### src/rtl/dsfr_pkg.sv
// Shared types and constants for the dust sensor frame parser.
package dsfr_pkg;

    localparam int FRAME_BYTES = 10;
    localparam int IDX_W       = $clog2(FRAME_BYTES);
    localparam int CFG_IDX_W   = 2;

    typedef logic [IDX_W-1:0]     idx_t;
    typedef logic [CFG_IDX_W-1:0] cfg_idx_t;

    localparam logic [7:0] HEAD_RESET    = 8'hAA;
    localparam logic [7:0] COMMAND_RESET = 8'hC0;
    localparam logic [7:0] TAIL_RESET    = 8'hAB;

    localparam cfg_idx_t REG_HEAD    = 2'd0;
    localparam cfg_idx_t REG_COMMAND = 2'd1;
    localparam cfg_idx_t REG_TAIL    = 2'd2;

    localparam idx_t SUM_FIRST  = idx_t'(2);
    localparam idx_t SUM_LAST   = idx_t'(7);
    localparam idx_t LAST_POS   = idx_t'(FRAME_BYTES - 1);
    localparam idx_t FULL_COUNT = idx_t'(FRAME_BYTES);

    typedef struct packed {
        logic [7:0] head;
        logic [7:0] command;
        logic [7:0] tail;
    } cfg_t;

    typedef struct packed {
        logic       wr_en;
        idx_t       wr_idx;
        logic [7:0] wr_data;
        logic       shift;
        idx_t       rd_idx;
    } buf_ctl_t;

    typedef struct packed {
        logic [7:0] b0;
        logic [7:0] b1;
        logic [7:0] b2;
        logic [7:0] b3;
        logic [7:0] b4;
        logic [7:0] b5;
        logic [7:0] b8;
        logic [7:0] b9;
        logic [7:0] rd_data;
    } buf_view_t;

    typedef enum logic [3:0] {
        ST_IDLE  = 4'b0001,
        ST_SUM   = 4'b0010,
        ST_CHECK = 4'b0100,
        ST_SCAN  = 4'b1000
    } state_t;

endpackage

### src/rtl/dsfr_cfg_regs.sv
// Configuration registers for the head, command and tail byte values.
module dsfr_cfg_regs (
    input  logic             clk,
    input  logic             rst_n,
    input  logic             cfg_wr_en,
    input  dsfr_pkg::cfg_idx_t cfg_index,
    input  logic [7:0]       cfg_data,
    output dsfr_pkg::cfg_t   cfg
);

    dsfr_pkg::cfg_t cfg_reg;
    dsfr_pkg::cfg_t cfg_next;

    always_comb
    begin
        cfg_next = cfg_reg;
        if (cfg_wr_en)
        begin
            case (cfg_index)
                dsfr_pkg::REG_HEAD:    cfg_next.head    = cfg_data;
                dsfr_pkg::REG_COMMAND: cfg_next.command = cfg_data;
                dsfr_pkg::REG_TAIL:    cfg_next.tail    = cfg_data;
                default:               cfg_next = cfg_reg;
            endcase
        end
    end

    always_ff @(posedge clk or negedge rst_n)
    begin
        if (!rst_n)
        begin
            cfg_reg.head    <= dsfr_pkg::HEAD_RESET;
            cfg_reg.command <= dsfr_pkg::COMMAND_RESET;
            cfg_reg.tail    <= dsfr_pkg::TAIL_RESET;
        end
        else
        begin
            cfg_reg <= cfg_next;
        end
    end

    assign cfg = cfg_reg;

endmodule

### src/rtl/dsfr_frame_buf.sv
// Ten-byte frame buffer with one write port, one indexed read and a shift toward the front.
module dsfr_frame_buf (
    input  logic                clk,
    input  dsfr_pkg::buf_ctl_t  ctl,
    output dsfr_pkg::buf_view_t view
);

    logic [7:0] store_reg [dsfr_pkg::FRAME_BYTES];

    always_ff @(posedge clk)
    begin
        if (ctl.wr_en)
        begin
            if (ctl.wr_idx <= dsfr_pkg::LAST_POS)
            begin
                store_reg[ctl.wr_idx] <= ctl.wr_data;
            end
        end
        else if (ctl.shift)
        begin
            for (int i = 0; i < dsfr_pkg::FRAME_BYTES - 1; i++)
            begin
                store_reg[i] <= store_reg[i + 1];
            end
        end
    end

    always_comb
    begin
        view.b0      = store_reg[0];
        view.b1      = store_reg[1];
        view.b2      = store_reg[2];
        view.b3      = store_reg[3];
        view.b4      = store_reg[4];
        view.b5      = store_reg[5];
        view.b8      = store_reg[8];
        view.b9      = store_reg[9];
        view.rd_data = (ctl.rd_idx <= dsfr_pkg::LAST_POS) ? store_reg[ctl.rd_idx] : 8'h00;
    end

endmodule

### src/rtl/dsfr_ctrl.sv
// Sequencer with the shared checksum adder, frame checks, re-anchor scan and output register.
module dsfr_ctrl (
    input  logic                clk,
    input  logic                rst_n,
    input  dsfr_pkg::cfg_t      cfg,
    input  logic                in_valid,
    output logic                in_stall,
    input  logic [7:0]          rx_byte,
    output logic                out_valid,
    input  logic                out_stall,
    output logic                sample_valid,
    output logic [15:0]         pm25_tenths,
    output logic [15:0]         pm10_tenths,
    output dsfr_pkg::buf_ctl_t  ctl,
    input  dsfr_pkg::buf_view_t view
);

    dsfr_pkg::state_t state_reg, state_next;
    dsfr_pkg::idx_t   fill_reg, fill_next;
    dsfr_pkg::idx_t   cnt_reg, cnt_next;
    dsfr_pkg::idx_t   idx_reg, idx_next;
    logic [7:0]       sum_reg, sum_next;
    logic             out_valid_reg, out_valid_next;
    logic             sv_reg, sv_next;
    logic [15:0]      pm25_reg, pm25_next;
    logic [15:0]      pm10_reg, pm10_next;
    logic             in_fire;
    logic             out_take;
    logic             frame_ok;
    logic             cand_ok;
    dsfr_pkg::idx_t   remain;

    assign in_stall = (state_reg != dsfr_pkg::ST_IDLE) || (out_valid_reg && out_stall);
    assign in_fire  = in_valid && !in_stall;
    assign out_take = out_valid_reg && !out_stall;

    assign frame_ok = (view.b0 == cfg.head) && (view.b1 == cfg.command)
                   && (view.b9 == cfg.tail) && (sum_reg == view.b8);
    assign remain   = cnt_reg - dsfr_pkg::idx_t'(1);
    assign cand_ok  = (view.b1 == cfg.head)
                   && ((remain == dsfr_pkg::idx_t'(1)) || (view.b2 == cfg.command));

    always_comb
    begin
        state_next     = state_reg;
        fill_next      = fill_reg;
        cnt_next       = cnt_reg;
        idx_next       = idx_reg;
        sum_next       = sum_reg;
        out_valid_next = out_take ? 1'b0 : out_valid_reg;
        sv_next        = sv_reg;
        pm25_next      = pm25_reg;
        pm10_next      = pm10_reg;
        ctl.wr_en      = 1'b0;
        ctl.wr_idx     = fill_reg;
        ctl.wr_data    = rx_byte;
        ctl.shift      = 1'b0;
        ctl.rd_idx     = idx_reg;

        case (state_reg)
            dsfr_pkg::ST_IDLE:
            begin
                if (in_fire)
                begin
                    if (fill_reg == '0 ||
                        (fill_reg == dsfr_pkg::idx_t'(1) && rx_byte != cfg.command))
                    begin
                        ctl.wr_idx = '0;
                        ctl.wr_en  = (rx_byte == cfg.head);
                        fill_next  = (rx_byte == cfg.head) ? dsfr_pkg::idx_t'(1) : '0;
                        out_valid_next = 1'b1;
                        sv_next        = 1'b0;
                        pm25_next      = '0;
                        pm10_next      = '0;
                    end
                    else
                    begin
                        ctl.wr_en = 1'b1;
                        if (fill_reg == dsfr_pkg::LAST_POS)
                        begin
                            state_next = dsfr_pkg::ST_SUM;
                            idx_next   = dsfr_pkg::SUM_FIRST;
                            sum_next   = '0;
                        end
                        else
                        begin
                            fill_next      = fill_reg + dsfr_pkg::idx_t'(1);
                            out_valid_next = 1'b1;
                            sv_next        = 1'b0;
                            pm25_next      = '0;
                            pm10_next      = '0;
                        end
                    end
                end
            end
            dsfr_pkg::ST_SUM:
            begin
                sum_next = sum_reg + view.rd_data;
                idx_next = idx_reg + dsfr_pkg::idx_t'(1);
                if (idx_reg == dsfr_pkg::SUM_LAST)
                begin
                    state_next = dsfr_pkg::ST_CHECK;
                end
            end
            dsfr_pkg::ST_CHECK:
            begin
                if (frame_ok)
                begin
                    fill_next      = '0;
                    state_next     = dsfr_pkg::ST_IDLE;
                    out_valid_next = 1'b1;
                    sv_next        = 1'b1;
                    pm25_next      = {view.b3, view.b2};
                    pm10_next      = {view.b5, view.b4};
                end
                else
                begin
                    cnt_next   = dsfr_pkg::FULL_COUNT;
                    state_next = dsfr_pkg::ST_SCAN;
                end
            end
            dsfr_pkg::ST_SCAN:
            begin
                if (remain == '0 || cand_ok)
                begin
                    ctl.shift      = cand_ok;
                    fill_next      = (remain == '0) ? '0 : remain;
                    state_next     = dsfr_pkg::ST_IDLE;
                    out_valid_next = 1'b1;
                    sv_next        = 1'b0;
                    pm25_next      = '0;
                    pm10_next      = '0;
                end
                else
                begin
                    ctl.shift = 1'b1;
                    cnt_next  = remain;
                end
            end
            default:
            begin
                state_next = dsfr_pkg::ST_IDLE;
                fill_next  = '0;
            end
        endcase
    end

    always_ff @(posedge clk or negedge rst_n)
    begin
        if (!rst_n)
        begin
            state_reg     <= dsfr_pkg::ST_IDLE;
            fill_reg      <= '0;
            cnt_reg       <= '0;
            idx_reg       <= '0;
            out_valid_reg <= 1'b0;
        end
        else
        begin
            state_reg     <= state_next;
            fill_reg      <= fill_next;
            cnt_reg       <= cnt_next;
            idx_reg       <= idx_next;
            out_valid_reg <= out_valid_next;
        end
    end

    always_ff @(posedge clk)
    begin
        sum_reg  <= sum_next;
        sv_reg   <= sv_next;
        pm25_reg <= pm25_next;
        pm10_reg <= pm10_next;
    end

    assign out_valid    = out_valid_reg;
    assign sample_valid = sv_reg;
    assign pm25_tenths  = pm25_reg;
    assign pm10_tenths  = pm10_reg;

    a_fill_range: assert property (@(posedge clk) disable iff (!rst_n)
        fill_reg <= dsfr_pkg::LAST_POS)
        else $error("fill count reached a full frame between beats");

    a_sum_to_check: assert property (@(posedge clk) disable iff (!rst_n)
        (state_reg == dsfr_pkg::ST_SUM && idx_reg == dsfr_pkg::SUM_LAST)
        |=> state_reg == dsfr_pkg::ST_CHECK)
        else $error("checksum pass did not end in the frame check");

    a_valid_empties: assert property (@(posedge clk) disable iff (!rst_n)
        (out_valid_reg && sv_reg) |-> fill_reg == '0)
        else $error("buffer not empty after a valid report");

    a_scan_count: assert property (@(posedge clk) disable iff (!rst_n)
        state_reg == dsfr_pkg::ST_SCAN |-> cnt_reg != '0)
        else $error("re-anchor scan ran with no bytes left");

    a_zero_payload: assert property (@(posedge clk) disable iff (!rst_n)
        (out_valid_reg && !sv_reg) |-> (pm25_reg == '0 && pm10_reg == '0))
        else $error("nonzero readings on an invalid result");

endmodule

### src/rtl/dust_sensor_frame_resync_parser.sv
// Top level of the dust sensor frame parser with resynchronization.
// Each accepted byte gives exactly one result beat. The tenth byte of a report is
// written, summed by the shared 8-bit checksum adder over positions 2 to 7 and
// then put through one frame check. When the report is not valid, the re-anchor scan
// tests one position per cycle while it shifts the buffer by one byte, and gives up
// when no later head qualifies. The input is stalled while a report is checked or
// scanned and while a finished result waits on a stalled output. The frame
// buffer is not cleared at reset; only bytes already received are ever read.
module dust_sensor_frame_resync_parser (
    input  logic                 clk,
    input  logic                 rst_n,
    input  logic                 cfg_wr_en,
    input  dsfr_pkg::cfg_idx_t   cfg_index,
    input  logic [7:0]           cfg_data,
    input  logic                 in_valid,
    output logic                 in_stall,
    input  logic [7:0]           rx_byte,
    output logic                 out_valid,
    input  logic                 out_stall,
    output logic                 sample_valid,
    output logic [15:0]          pm25_tenths,
    output logic [15:0]          pm10_tenths
);

    dsfr_pkg::cfg_t      cfg;
    dsfr_pkg::buf_ctl_t  ctl;
    dsfr_pkg::buf_view_t view;

    dsfr_cfg_regs u_cfg (
        .clk       (clk),
        .rst_n     (rst_n),
        .cfg_wr_en (cfg_wr_en),
        .cfg_index (cfg_index),
        .cfg_data  (cfg_data),
        .cfg       (cfg)
    );

    dsfr_frame_buf u_buf (
        .clk  (clk),
        .ctl  (ctl),
        .view (view)
    );

    dsfr_ctrl u_ctrl (
        .clk          (clk),
        .rst_n        (rst_n),
        .cfg          (cfg),
        .in_valid     (in_valid),
        .in_stall     (in_stall),
        .rx_byte      (rx_byte),
        .out_valid    (out_valid),
        .out_stall    (out_stall),
        .sample_valid (sample_valid),
        .pm25_tenths  (pm25_tenths),
        .pm10_tenths  (pm10_tenths),
        .ctl          (ctl),
        .view         (view)
    );

endmodule
### config.mk
export PLATFORM = sky130hd
export DESIGN_NAME = dust_sensor_frame_resync_parser
export DESIGN_NICKNAME = d
export VERILOG_FILES = /design/src/rtl/dsfr_pkg.sv /design/src/rtl/dsfr_cfg_regs.sv /design/src/rtl/dsfr_frame_buf.sv /design/src/rtl/dsfr_ctrl.sv /design/src/rtl/dust_sensor_frame_resync_parser.sv
export SDC_FILE = /design/constraint.sdc
export NUM_CORES = 1
export LEC_CHECK = 0
export ABC_AREA = 0
export BUFFER_PORTS_ARGS = -buffer_cell sky130_fd_sc_hd__buf_2
export CORE_ASPECT_RATIO = 0.9
export CORE_UTILIZATION = 40
export DETAILED_ROUTE_END_ITERATION = 10
export PLACE_DENSITY_LB_ADDON = 0.1
export RECOVER_POWER = 50
export SYNTH_ARGS = -nofsm -noshare
export SYNTH_HDL_FRONTEND = slang
export SYNTH_HIERARCHICAL = 1
export SYNTH_SLANG_ARGS = --single-unit
export TNS_END_PERCENT = 100
### constraint.sdc
create_clock -name clk -period 4.7 [get_ports clk]
set_input_delay 0.94 -clock clk [delete_from_list [all_inputs] [get_ports clk]]
set_output_delay 0.94 -clock clk [all_outputs]
set_load 0.02 [all_outputs]
==> results.md, run 1 <==
Worst setup path:
- The library cell appearing most often on the critical path is inv_1.
- The worst path arrival time is 4.25 ns.
- The category of the worst setup path launch point is a flip-flop.
- The peak per-stage delay on the critical path is 0.89 ns.
- On the critical path, the stage with the largest delay is an instance of a211oi_1.
- At the worst endpoint, the required time is 4.88 ns.
- The start-to-end type of the worst setup path is flip-flop to flip-flop.
- Walking the worst path, the cells encountered are inv_1 > ha_1 > o41ai_1 > nand2_1 > a211oi_1 > inv_1 > a21oi_1 > nand2b_1 > buf_4 > and2_1 > a21o_1.
- The category of the worst setup path capture point is a flip-flop.
- The maximum fanout encountered on the critical timing path is 16.

Placed design:
- The quantity of I/O buffers inserted on ports is 57.
- The congestion estimate from routability-driven global placement came to between 0.8 and 0.9.
- Summed over all nets, the half-perimeter wirelength after detailed placement is ~18000 um.
- The total placed cells including tap cells is roughly 1.1k.
- In this run the cell area measured after placement is approximately 0.0095 sq mm.

Pwr:
- For this design the ratio of total power to cell area is 358 mW/mm^2.
- The static leakage is 3.98 nW.
- The maximum vdd drop is between 0.15 and 0.2 mV.

Logic synthesis:
- The main combinational cell family by area after synthesis is compound AO/OA/AOI/OAI gates.
- After Yosys synthesis, and, or, nand and nor cells account for 11.0% of the synthesized area.
- Dividing the synthesized area by the synthesized cell count gives 12.1 sq um.
- The total standard cell area after synthesis is about 0.0089 sq mm.
- The share of cell area taken by muxes after synthesis is 9.41%.
- The synthesized instance count is 733.
- By area the synthesized netlist is led by edfxtp_1 41%, dfrtp_1 8.2%, a21o_1 6.8%, xor2_1 6.3%, mux2i_1 3.7%.
- Among all flip-flop cells after synthesis, the most frequent one is edfxtp_1.
- Counting flops with an async set or reset pin after synthesis yields a share of 25.3%.
- Of the synthesized area, sequential elements account for 52.6%.
- The number of synthesized flops with an enable pin is 121.
- The number of distinct library cell variants in the gate-level netlist after synthesis is 58.
- Of the total synthesized cell area, the portion taken by XOR and XNOR cells is under 10%.
- The library cell with the largest summed area after synthesis is edfxtp_1.
- Of the post-synthesis cell area, the dominant cell type holds 40.9%.
- The synthesized netlist devotes 2.19% of its cell area to adder and majority cells.
- The number of nets in the synthesized netlist is a little under 800.
- The synthesized design contains 162 register bits.
- The area fraction in compound gates after synthesis is between 10 and 15%.
- The number of warnings reported in the yosys synthesis log is 6.

STA:
- At the pin with the least slew margin, the transition time is 2.27 ns.
- The clock period minus final worst setup slack is 4.07 ns.
- The tightest hold path in the finished design has a slack of 0.536 ns.
- The total count of max-transition violations in the final report is 42.
- The number of failing setup endpoints in the final timing report is 0.
- After routing, the total negative slack on setup checks comes to 0 ns.
- The peak clock frequency supported by timing is 246 MHz.
- Setup repair after global routing left no endpoint under its margin.
- In the finished design, the share of the clock period the worst path needs comes to 86.6%.
- Clock skew on the completed layout was measured at 0.0151 ns.
- Measured against its own limit, the worst slew margin works out to -51.6%.
- The final-report hold violation count came to 0.

GRT:
- The global-route usage over all layers is 22.9%.
- The global route total overflow is 0.
- The initial antenna violation count is 0.
- The number of global-route vias before repair is 6232.
- The first global-routing pass estimated 38400 um of wire.
- The largest net degree at the start of global routing is 73.

Finish:
- The register with the most flip-flops in the layout has 80 of them.
- Once layout is done, the placed cells without fillers occupy 0.00998 sq mm.
- The share of post-route cells with drive strength above 1 is 15.6%.
- The final antenna diode count is 0.
- Cells fill 46.0% of the core in the end.
- The layout overhead on the synthesized area is 12.3%.
- The finished layout holds 1090 standard cells, fillers aside.
- The count of nets after finishing is 824.

Clock tree:
- The number of buffers inserted to repair setup after CTS is 0.
- The total of hold buffers inserted after clock tree synthesis is 0.
- The total CTS buffers is 17.
- Clock tree synthesis selected as its root buffer the cell clkbuf_16.
- At the later pin of the worst-skew pair, clock insertion delay measures ~0.44 ns.
- TritonCTS built the clock tree.
- In this run the deepest clock path goes through 2 buffers.
- In this run the number of H-tree levels came out at 4.
- The TritonCTS sink count is 162.
- After clock tree synthesis, the clock-pin slew on the worst setup and hold paths is 0.07 ns.
- The count of cells resized by post-cts repair is 0.

Outcome:
- The checks that failed: capacitance limit, slew limit.
- The run finished, with violations left.

Routing:
- In the routed layout, each cell is associated on average with a via count of 5.63.
- The remaining design rule violation count is 0.
- The total via count after detailed routing is 6136.
- The first routing iteration left 483 violations.
- The first TritonRoute pass finished after 5 iterations.
- The detail-routed net length per standard cell is 23.3 um.
- The post-route antenna net violation count is 0.
- The total length of routed wires is 25400 um.

Floorplan:
- The die area is ~0.023 sq mm.
- In this run the core area contains between 50 and 60 standard-cell rows.
- The initial utilization of the core area, before any placement, comes to 41.0%.
- The core area is between 0.02 and 0.025 sq mm.
- From bottom edge to top edge, the die measures 143 um.
- The number of placed I/O pins is 58.
- The floorplan step set the die width to roughly 160 um.

Min path:
- The class of the most critical hold timing path is flip-flop to flip-flop.

Run:
- Across the run, the number of max-cap violations was 1.
[synthesized netlist by cell type, types with 19 or more instances]
cell	n
a21oi_1	28
nand2_1	22
clkbuf_1	24
edfxtp_1	121
mux2_2	29
o21ai_0	21
dfrtp_1	29
mux2i_1	33
nor2_1	34
a21o_1	81
inv_1	19
xor2_1	64
and2_1	42
[cell families (layout without fill, tap and decap cells)]
group	Yosys count	after routing
xor gates and xnor gates	75	75
AOI/OAI and AO/OA	174	174
muxes	70	70
and+or+nand+nor	170	170
DFF	162	162
buffers and inverters	67	133
adders and majority gates	15	15
[power by group]
group	internal (mW)	switching, mW	total (mW)
sequential	1.62	0.0907	1.71
clock	0.857	0.632	1.49
combinational	0.164	0.208	0.371
total	2.64	0.930	3.57
[cells in the final DEF, fill, tap and decap left out, types with 17 or more instances in the layout]
cell type,instances
nand2_1,22
mux2_2,27
and2_0,23
clkbuf_1,48
nor2_1,34
dfrtp_1,29
xor2_1,64
clkbuf_16,17
o21ai_0,21
buf_4,21
mux2i_1,33
inv_1,19
and2_1,19
edfxtp_1,121
a21oi_1,27
a21o_1,81
[final timing paths]
| kind | from | end | slack (ns) | cells past startpoint |
|---|---|---|---|---|
| max | u_ctrl/cnt_reg[0]$_DFFE_PN0P_ | u_buf/store_reg[3][1]$_DFFE_PP_ | 0.63 | 11 |
| min | u_cfg/cfg[2]$_DFFE_PN0P_ | u_cfg/cfg[2]$_DFFE_PN0P_ | 0.54 | 1 |
| max reg2reg | u_ctrl/cnt_reg[0]$_DFFE_PN0P_ | u_buf/store_reg[3][1]$_DFFE_PP_ | 0.63 | 11 |
| min reg2reg | u_cfg/cfg[2]$_DFFE_PN0P_ | u_cfg/cfg[2]$_DFFE_PN0P_ | 0.54 | 1 |
| max in group asynchronous | rst_n | u_ctrl/idx_reg[3]$_DFFE_PN0P_ | 2.22 | 1 |
| min in group asynchronous | rst_n | u_ctrl/fill_reg[1]$_DFFE_PN0P_ | 1.18 | 1 |
[final cells by class]
class	instances	area [sq um]
clock inverter	14	190
fill	2046	11700
sequential	162	4670
tap	291	364
multi-input combinational	504	3850
clock buffer	18	429
timing repair buffer	81	399
inverter	20	75.1
[metal layers]
| layer | vias up | track usage, % | share of wire (%) |
|---|---|---|---|
| met4 | 0 | 6.12 | 1.4 |
| met1 | 3105 | 30.8 | 46 |
| met3 | 19 | 4.18 | 5.6 |
| met2 | 217 | 38.3 | 47 |
| li1 | 2795 | - | - |
| met5 | - | 0 | 0 |
[critical path, delay by kind of cell (launching register included)]
kind / cells / cell delay [ns]
and+or+nand+nor: 3 / 0.79
AOI/OAI and AO/OA: 4 / 1.86
DFF: 1 / 0.47
adders and majority gates: 1 / 0.25
buffers and inverters: 3 / 0.45
[per-stage QoR]
stage                     total power [mW]  setup WS [ns]
after detailed placement              2.12           1.02
after floorplan                       1.98          0.907
after global routing                  3.69          0.371
after CTS                             3.61           1.01
final                                 3.57          0.628
after global placement                2.11          0.981
(Power assumes the default switching activity.)
==> run 2, diff against run 1 <==
--- a/config.mk
+++ b/config.mk
@@ -8,7 +8,7 @@
 export ABC_AREA = 0
 export BUFFER_PORTS_ARGS = -buffer_cell sky130_fd_sc_hd__buf_2
 export CORE_ASPECT_RATIO = 0.9
-export CORE_UTILIZATION = 40
+export CORE_UTILIZATION = 46
 export DETAILED_ROUTE_END_ITERATION = 10
 export PLACE_DENSITY_LB_ADDON = 0.1
 export RECOVER_POWER = 50
==> run 2 against run 1 <==
The run still ends with capacitance limit, slew limit left. Wire length fell by 4.5%. Die area fell by 13%. Non-clock buffer count fell by 3. Final cell count fell by 4.5%. Worst setup slack improved by 0.040 ns. Critical endpoint is now u_ctrl/pm10_tenths[7]$_SDFFCE_PN0P_. Largest power group unchanged.
==> results.md, run 2 (synthesis results as in run 1) <==
Routing:
- The post-route antenna net violation count is 0.
- The number of optimization iterations in the first detailed-route pass is 7.
- After detailed routing, the number of vias per cell comes to roughly 6.
- The first routing iteration left 577 violations.
- The total length of routed wires is 24200 um.
- For this run, design rule violations remaining after detail routing come to 0.
- The detail-routed net length per standard cell is approximately 23 um.
- The total via count after detailed routing is 6222.

Outcome:
- The run finished, with violations left.
- The final reports fail on capacitance limit, slew limit.

GRT:
- The number of global-route vias before repair is 6165.
- The initial antenna violation count is 0.
- The largest net degree at the start of global routing is 73.
- In the global route stage, overall resource usage came out at 25.3%.
- The global-route wire length before repair is 37000 um.
- Summed over all layers, the global routing overflow is 0.

STA:
- Setup repair after global routing left no endpoint under its margin.
- The final-report hold violation count is 0.
- The worst path uses a little under nine tenths of the clock period.
- The clock period minus final worst setup slack is 4.03 ns.
- The peak clock frequency supported by timing is roughly 250 MHz.
- The worst slew margin relative to its limit is -53.1%.
- The slew at the pin closest to its max-slew limit is 2.30 ns.
- The worst-case clock skew is 0.0157 ns.
- The total count of max-transition violations in the final report is 51.
- The setup TNS is 0 ns.
- The number of failing setup endpoints in the final timing report is 0.

Clock tree:
- TritonCTS built the clock tree.
- The H-tree was split into 4 levels.
- After clock tree synthesis, the flow added hold-fix buffers numbering 0.
- Clock latency on the worst-skew pair, taken at its later pin, is 0.44 ns.
- After clock tree synthesis, the clock-pin slew on the worst setup and hold paths is ~0.080 ns.
- In this run the post-CTS setup repair buffer count came out at 0.
- In this run the clock root is driven by a clkbuf_16.
- The number of clock buffers added by TritonCTS is 17.
- Post-CTS repair changed the size of 0 cells.
- In this run the deepest clock path goes through 2 buffers.
- The TritonCTS sink count is approximately 160.

Placed design:
- The total placed cells including tap cells is 1009.
- The final estimated routing congestion in global placement is 0.884.
- Once detailed placement completed, the half-perimeter wirelength came to between 15000 and 20000 um.
- The quantity of I/O buffers inserted on ports is 57.

Floorplan:
- In this run the core area contains 47 standard-cell rows.
- In this run the horizontal extent of the chip is 149 um.
- For this design the top-level I/O count stands at 58.
- The die covers 0.0199 sq mm.
- The floorplan step defined a core boundary enclosing 0.0186 sq mm.
- Measured along the y axis, the die boundary spans roughly 130 um.
- The initial utilization of the core area, before any placement, comes to 47.7%.

Worst setup path:
- For this design, the slowest cell found on the critical path is a211oi_1.
- In this design, the stage delay of the slowest critical-path cell is 0.92 ns.
- The start-to-end type of the worst setup path is flip-flop to flip-flop.
- The worst setup path is launched from a flip-flop.
- At the worst endpoint, the required time is 4.84 ns.
- In this run the worst path has a maximum fanout of 24.
- The worst setup path is captured at a flip-flop.
- The worst path arrival time is 4.17 ns.
- Walking the worst path, the cells encountered are inv_1 > ha_1 > o41ai_2 > nand2_1 > a211oi_1 > o22ai_4 > a21oi_4 > buf_4.

Finish:
- Cells fill 52.8% of the core in the end.
- The register with the most flip-flops in the layout has 80 of them.
- After filler insertion, the fill cell instance count of the layout stands at between 1.5k and 2k.
- The repair_antennas step left the layout with diodes totalling 0.
- The top cell types in the final layout, fill and taps aside, are 121 x edfxtp_1, 81 x a21o_1, 64 x xor2_1.
- Relative to the synthesized area, the layout overhead comes to 10.7%.
- Excluding fillers, the count of instances in the completed layout stands at approximately 1.0k.
- Registers take 0.00467 sq mm.
- The share of post-route cells with drive strength above 1 is 15.6%.
- The net count of the finished layout is 821.
- The area of the multi-input gates is 0.00386 sq mm.
- The leading cell type in the layout, fill and taps excluded is edfxtp_1.

Pwr:
- In this run the power density over the cells is between 300 and 400 mW/mm^2.
- The maximum vdd drop is 0.229 mV.
- Summed over all cells, the static leakage comes to between 3 and 4 nW.

Run:
- The number of max-capacitance violations reported is 2.

Min path:
- The class of the most critical hold timing path is flip-flop to flip-flop.
==> run 2: changes by cell type in the layout (fill, tap and decap cells not counted), sizes merged <==
cell / before / now
clkbuf: 65 / 64
bufinv: 3 / 0
clkinv: 2 / 8
buf: 34 / 31
inv: 27 / 25
==> run 2: cell type report <==
| class | instances | share of cell area (%) |
|---|---|---|
| sequential | 162 | 47.5 |
| multi-input combinational | 504 | 39.2 |
| clock buffer | 17 | 4.32 |
| timing repair buffer | 78 | 3.85 |
| tap | 245 | 3.11 |
| clock inverter | 15 | 1.30 |
| inverter | 20 | 0.762 |
==> run 2: through the flow <==
step | hold slack (ns) | power, mW | area (sq um) | setup WS [ns]
final | 0.551 | 3.39 | 9850 | 0.669
after floorplan | 0.500 | 1.98 | 8890 | 0.907
after CTS | 0.556 | 3.42 | 9960 | 1.06
after detailed placement | 0.540 | 2.11 | 9410 | 1.07
after global routing | 0.568 | 3.51 | 9850 | 0.512
after global placement | 0.525 | 2.11 | 9410 | 1.09
==> run 2: worst paths after layout <==
| check | endpoint | slack (ns) | start | depth (start not counted) |
|---|---|---|---|---|
| hold / removal | u_cfg/cfg[6]$_DFFE_PN0P_ | 0.55 | u_cfg/cfg[6]$_DFFE_PN0P_ | 1 |
| hold reg to reg | u_cfg/cfg[6]$_DFFE_PN0P_ | 0.55 | u_cfg/cfg[6]$_DFFE_PN0P_ | 1 |
| min in group asynchronous | u_ctrl/cnt_reg[3]$_DFFE_PN0P_ | 1.20 | rst_n | 1 |
| setup / recovery | u_ctrl/pm10_tenths[7]$_SDFFCE_PN0P_ | 0.67 | u_ctrl/cnt_reg[0]$_DFFE_PN0P_ | 8 |
| max in group asynchronous | u_cfg/cfg[12]$_DFFE_PN0P_ | 2.20 | rst_n | 1 |
| setup reg to reg | u_ctrl/pm10_tenths[7]$_SDFFCE_PN0P_ | 0.67 | u_ctrl/cnt_reg[0]$_DFFE_PN0P_ | 8 |
==> run 2: worst max-delay path, delay by kind of cell (launching register included) <==
family,cells,cell delay (ns)
compound gates,4,2.34
fa+ha+maj,1,0.26
buf+inv,2,0.46
flops,1,0.47
simple gates,1,0.17
==> run 2: power by group <==
group,total (mW),leakage (nW),internal [mW],switching (mW)
Sequential,1.71,1.61,1.62,0.0850
Combinational,0.372,2.07,0.164,0.207
Clock,1.31,0.266,0.691,0.621
==> run 2: routing by layer <==
layer | track usage (%) | wire length [um] | vias to the layer above
met1 | 35.2 | 10800 | 3145
met5 | 0 | 0 | -
li1 | - | - | 2794
met2 | 39.6 | 11300 | 251
met4 | 8.02 | 568 | 0
met3 | 5.37 | 1570 | 32
